## src/knn_pkg.sv

```systemverilog
`timescale 1ns / 1ps
// ----------------------------------------------------------------------------
// knn_pkg: shared constants and types
// Sizes, operation codes and the cell-to-cell beat of the sorted neighbor chain.
// ----------------------------------------------------------------------------
package knn_pkg;
	localparam int ENTRIES  = 256;
	localparam int FEATURES = 8;
	localparam int K_MAX    = 16;
	localparam int EW = $clog2(ENTRIES);
	localparam int FW = (FEATURES > 1) ? $clog2(FEATURES) : 1;
	localparam int KW = $clog2(K_MAX + 1);

	localparam logic [1:0] OP_WEIGHT = 2'd0;
	localparam logic [1:0] OP_REF    = 2'd1;
	localparam logic [1:0] OP_QUERY  = 2'd2;

	localparam logic [1:0] REG_NEIGHBOURS = 2'd0;
	localparam logic [1:0] REG_ENTRIES    = 2'd1;
	localparam logic [1:0] REG_THRESHOLD  = 2'd2;

	// beat handed down the chain: a candidate and its class
	typedef struct packed {
		logic        vld;
		logic [63:0] dsum;
		logic [7:0]  cls;
	} cand_t;
endpackage

```

## src/knn_cell.sv

```systemverilog
`timescale 1ns / 1ps
// ----------------------------------------------------------------------------
// knn_cell: one slot of the sorted neighbor chain
// Keeps the better of its own entry and the incoming beat and passes the other on while enabled.
// ----------------------------------------------------------------------------
module knn_cell (
	input  logic           clk,
	input  logic           arst_n,
	input  logic           clr,
	input  logic           en,
	input  knn_pkg::cand_t din,
	output knn_pkg::cand_t dout,
	output knn_pkg::cand_t slot
);
	import knn_pkg::*;
	cand_t slot_q;
	logic  take;

	// strict less keeps the earlier entry first on ties
	assign take = din.vld && (!slot_q.vld || din.dsum < slot_q.dsum);

	always_ff @(posedge clk or negedge arst_n) begin
		if (!arst_n) begin
			slot_q <= '0;
			dout   <= '0;
		end else if (clr) begin
			slot_q <= '0;
			dout   <= '0;
		end else if (en) begin
			if (take) begin
				slot_q <= din;
				dout   <= slot_q;
			end else begin
				dout <= din;
			end
		end else begin
			dout <= '0;
		end
	end
	assign slot = slot_q;
endmodule

```

## config.mk

```make
export PLATFORM = sky130hd
export DESIGN_NAME = knn_cell
export DESIGN_NICKNAME = d
export VERILOG_FILES = /design/src/knn_pkg.sv /design/src/knn_cell.sv
export SDC_FILE = /design/constraint.sdc
export NUM_CORES = 1
export LEC_CHECK = 0
export ABC_CLOCK_PERIOD_IN_PS = 4800
export BUFFER_PORTS_ARGS = -buffer_cell sky130_fd_sc_hd__buf_2
export CORE_UTILIZATION = 30
export DETAILED_ROUTE_END_ITERATION = 10
export REMOVE_ABC_BUFFERS = 1
export SLEW_MARGIN = 20
export SYNTH_ARGS = -nofsm -noshare
export SYNTH_HDL_FRONTEND = slang
export SYNTH_SLANG_ARGS = --single-unit
```

## constraint.sdc

```tcl
create_clock -name clk -period 4.8 [get_ports clk]
set_input_delay 0.72 -clock clk [delete_from_list [all_inputs] [get_ports clk]]
set_output_delay 0.72 -clock clk [all_outputs]
set_load 0.03 [all_outputs]
```

; ---- Yosys cells after proc, flatten, opt, wreduce, memory -nomap -nowiden
; Index checks and enable logic that the tools add are counted.
[word_totals]
output_inout_bits = 146
word_cells = 19
ff_bits = 146
in_bits = 77
[classes]
n_reduce_logical = 6
mux = 6
n_lt_le_gt_ge = 1
[op_table]
columns = cell, n
row1 = 73-bit 2-to-1 mux, 6
row2 = 64-bit less-than comparator, 1
row3 = 2-bit nonzero test, 2
row4 = 2-bit AND reduction, 1
row5 = 1-bit logical AND, 1
row6 = 1-bit logical NOT, 1
row7 = 1-bit logical OR, 1

; ---- Logic depth before layout (Yosys ltp)
[logic_depth]
word_depth = 6
ltp_mapped = 11
ltp_nobuf = 9

; ---- Least setup slack after synthesis
; Ideal clock, no wire load.
[synth_timing]
kind = input-to-reg
from = in din[41] in the netlist's numbering
to = reg slot_q, in the netlist slot[0]
n_path_buf = 1
stages = 9
arrival_ns = 2.840
setup_time_ns = 0.126
setup_slack_ns = 1.834
t_required_ns = 4.674
path_cell_list = ha_1 > a21o_1 > nand3_1 > a21oi_1 > a2111oi_2 > a31oi_4 > o41ai_4 > buf_6 > o22ai_2
[synth_via]
elab_chain_len = 5
[synth_lines]
columns = element, line
row1 = start: declaration, knn_cell.sv:11  ; input knn_pkg::cand_t din,
row2 = 64-bit less-than comparator, knn_cell.sv:20  ; assign take = din.vld && (!slot_q.vld || din.dsum < slot_q.dsum);
row3 = 1-bit logical OR, knn_cell.sv:20
row4 = 1-bit logical AND, knn_cell.sv:20
row5 = 2-bit nonzero test (no line), n/a
row6 = 2-bit AND reduction (no line), n/a
row7 = end signal: assignment, knn_cell.sv:31  ; slot_q <= din;
row8 = end: declaration, knn_cell.sv:16  ; cand_t slot_q;
; No other way between the ends.
; A chain may end at the register's enable or synchronous reset.

; ---- Worst setup path in the final report
[layout_timing]
from = reg slot_q, in the netlist slot[47]
to = reg slot_q, in the netlist slot[18]
[layout_via]
elab_chain_len = 5
[layout_lines]
columns = element, line
row1 = 64-bit less-than comparator, knn_cell.sv:20
row2 = 1-bit logical OR, knn_cell.sv:20
row3 = 1-bit logical AND, knn_cell.sv:20
row4 = 2-bit nonzero test (no line), n/a
row5 = 2-bit AND reduction (no line), n/a
; No other way between the ends.

==> metrics.txt <==
Hold Crit Class=in2async; clock root cell=clkbuf_16; GPL Wtd Cong=0.785; Slew @ Worst Pin=1.00 ns; largest family of logic cells by synthesized area=compound AO/OA/AOI/OAI gates; 1st-iter DRT viols=331; largest cells by area after synthesis=dfrtp_1, o22ai_2, ha_1, mux2i_1, nand2_1; Clk Latency, worst-skew pair=0.42 ns; Synth Area in XOR/XNOR=0%; first-pass GRT wire length=32.4 mm; CP Capture Point=slot[18]$_DFFE_PN0P_; post-synth design cell area=7850 um^2; RSZ-0062 raised after global routing=no; Commonest cells post-synth=nand2_1, dfrtp_1, inv_1, mux2i_1, o22ai_2; post-synthesis compound-gate area fraction=16.2%; Rows=58; Mean Syn Cell Area=11.0 um^2; normalized max-slew margin=33.2%; min cycle time layout=3.64 ns; Final WS setup=1.16 ns; r2r endpoint=slot[18]$_DFFE_PN0P_; DP HPWL=14.5 mm; PwrDens=346 nW/um^2; Setup Crit Path Kind=reg2reg; Inst Count DP=1236; TritonRoute pass-1 iters=4; total number of H-tree levels=4; dominant synthesized flop cell=dfrtp_1; Reg2Reg Depth=10; Post-Route Skew=0.0224 ns; Pint=0.00243 W; Resized cells post-CTS=0; area leader, netlist=dfrtp_1; CP Cell Sequence=inv_1, ha_1, nand4_1, nor4_1, and3_1, o211ai_2, a21oi_2, or4b_4, buf_12, o22ai_2; hold buffer count at cts=0; Die H=164 um; # DRC=0; delay-heaviest family, CP=simple AND/OR/NAND/NOR gates; FF-to-FF setup slack=1.16 ns; vias in the first global route=5981; Warnings, synthesis=0; top-count cell post-synth=nand2_1; Layout Utilization=38.8%; initial antenna violation count=2; WP depth=10; Seq cells post-synth=146; total die area=26800 um^2; worst setup path start=slot[47]$_DFFE_PN0P_; CP max-delay cell=or4b_4; Req. time, crit path=5.07 ns; Max Slew Vio Count=0; Longest Clk Path Bufs=2; WL final=20.7 mm; Critical R2R Launch=slot[47]$_DFFE_PN0P_; EDFF count, synth=0; nets=1065; total of max-cap violations=0; crit path buf inv count=2; Final setup viols=0; switch share=28.7%; largest net degree at the start of global routing=95; P&R area growth vs syn=25.5%; share of cells above drive strength 1=36.6%; Post-Layout Inst Area=9850 um^2; peak supply drop=190 uV; Worst path max stage delay=0.71 ns; leakage power=4.91 nW; Critical Path Fanout Max=38; Synth Area in Adders=10.0%; Port Buffers=222; final hold violation count=0; Final ANT Viol Nets=0; clock sink total=146; Yosys top cell area share=46.6%; Reg clk slew, reported paths=0.07 ns; CTS tree=built; P_sw=0.000977 W; Max Freq=275 MHz; Post-CTS Setup Inserts=0; via/cell ratio=4.67; die width=164 um; element type at the critical path end=flop; Yosys cell types=36; CP startpoint kind=flop; DP Worst Slack=0.737 ns; sequential power share=38.7%; grt ovf=0; Tot GR Track Use=15.7%; CTS Buf Count=17; Post-DP Area=9200 um^2; Starting Density=30.9%; Arrival @ worst endpoint=3.90 ns; clock group share of total power=43.6%; I/O pin cnt=223; Syn Inst Count=713; period utilisation layout=75.7%; post-synthesis sequential area ratio=46.6%; fin cells=1269; Logic pwr share=17.7%; Avg WL per Cell=16.4 um; ys async rst share=100%; Simple-Gate Fraction of Synth Area=10.5%; status=complete, no violations; mux cell area share after synthesis=9.19%; routed vias=5932; Placeable Area=25400 um^2
[metal layers]
metal	vias up	global-route usage [%]	share of wire, %
met5	-	0	0.048
met4	2	3.70	0.75
met3	9	4.07	5.2
met2	135	24.8	46
met1	2886	21.2	48
li1	2900	-	-
[stage by stage]
step	setup TNS, ns	hold slack [ns]	total power [W]
final	0	0.386	0.00341
after global routing	0	0.436	0.00358
after CTS	0	0.418	0.00347
after detailed placement	0	0.510	0.00195
after global placement	0	0.511	0.00195
after floorplan	-711.17	0.424	0.00177
[area by class of cell]
class	instances	area, um^2
Fill cell	2540	15600
Sequential cell	146	3650
Multi-Input combinational cell	453	3620
Timing Repair Buffer	232	1230
Clock buffer	20	447
Tap cell	330	413
Inverter	75	282
Clock inverter	12	203
Antenna cell	1	2.50
[placed cells by master, fill, tap and decap left out, types with 2 or more instances in the layout]
| cell | n |
|---|---|
| inv_6 | 3 |
| a2111oi_2 | 2 |
| buf_4 | 7 |
| and4_1 | 2 |
| nand4_1 | 11 |
| clkinv_2 | 2 |
| or2_0 | 2 |
| a21oi_1 | 26 |
| nor4_1 | 3 |
| dfrtp_1 | 146 |
| nand2_1 | 158 |
| bufinv_16 | 5 |
| o22ai_2 | 70 |
| nand3_1 | 7 |
| o22ai_1 | 2 |
| nor2_1 | 2 |
| clkbuf_16 | 17 |
| clkbuf_1 | 2 |
| buf_2 | 221 |
| o21a_1 | 4 |
| o21ai_0 | 5 |
| ha_1 | 63 |
| mux2i_1 | 72 |
| a221oi_1 | 3 |
| a21o_1 | 7 |
| inv_1 | 75 |
| nor4b_2 | 2 |
| buf_12 | 3 |
[worst min path at each step]
stage                          endpoint  depth (start not counted)
floorplan             dout[0]$_DFF_PN0_                          0
global placement    slot[4]$_DFFE_PN0P_                          2
detailed placement  slot[2]$_DFFE_PN0P_                          2
CTS                   dout[2]$_DFF_PN0_                          1
global route          dout[2]$_DFF_PN0_                          1
finish                dout[2]$_DFF_PN0_                          1
[sequential cells by signal, summed over array words and instances, names as in the netlist]
register / count
dout: 73
slot: 73
[logic make-up after synthesis]
logic type / after synthesis
multiplexers: 72
flip-flops: 146
buffers and inverters: 114
AND/OR/NAND/NOR: 193
AO/OA/AOI/OAI: 125
adder cells (fa/ha/maj): 63
[power groups by stage]
stage | combinational (W) | clock, W | sequential [W]
finish | 0.000603 | 0.00149 | 0.00132
global placement | 0.000608 | 0 | 0.00134
global route | 0.000661 | 0.00159 | 0.00132
CTS | 0.000614 | 0.00154 | 0.00132
floorplan | 0.000311 | 0 | 0.00145
detailed placement | 0.000613 | 0 | 0.00134
(Power assumes the default switching activity.)
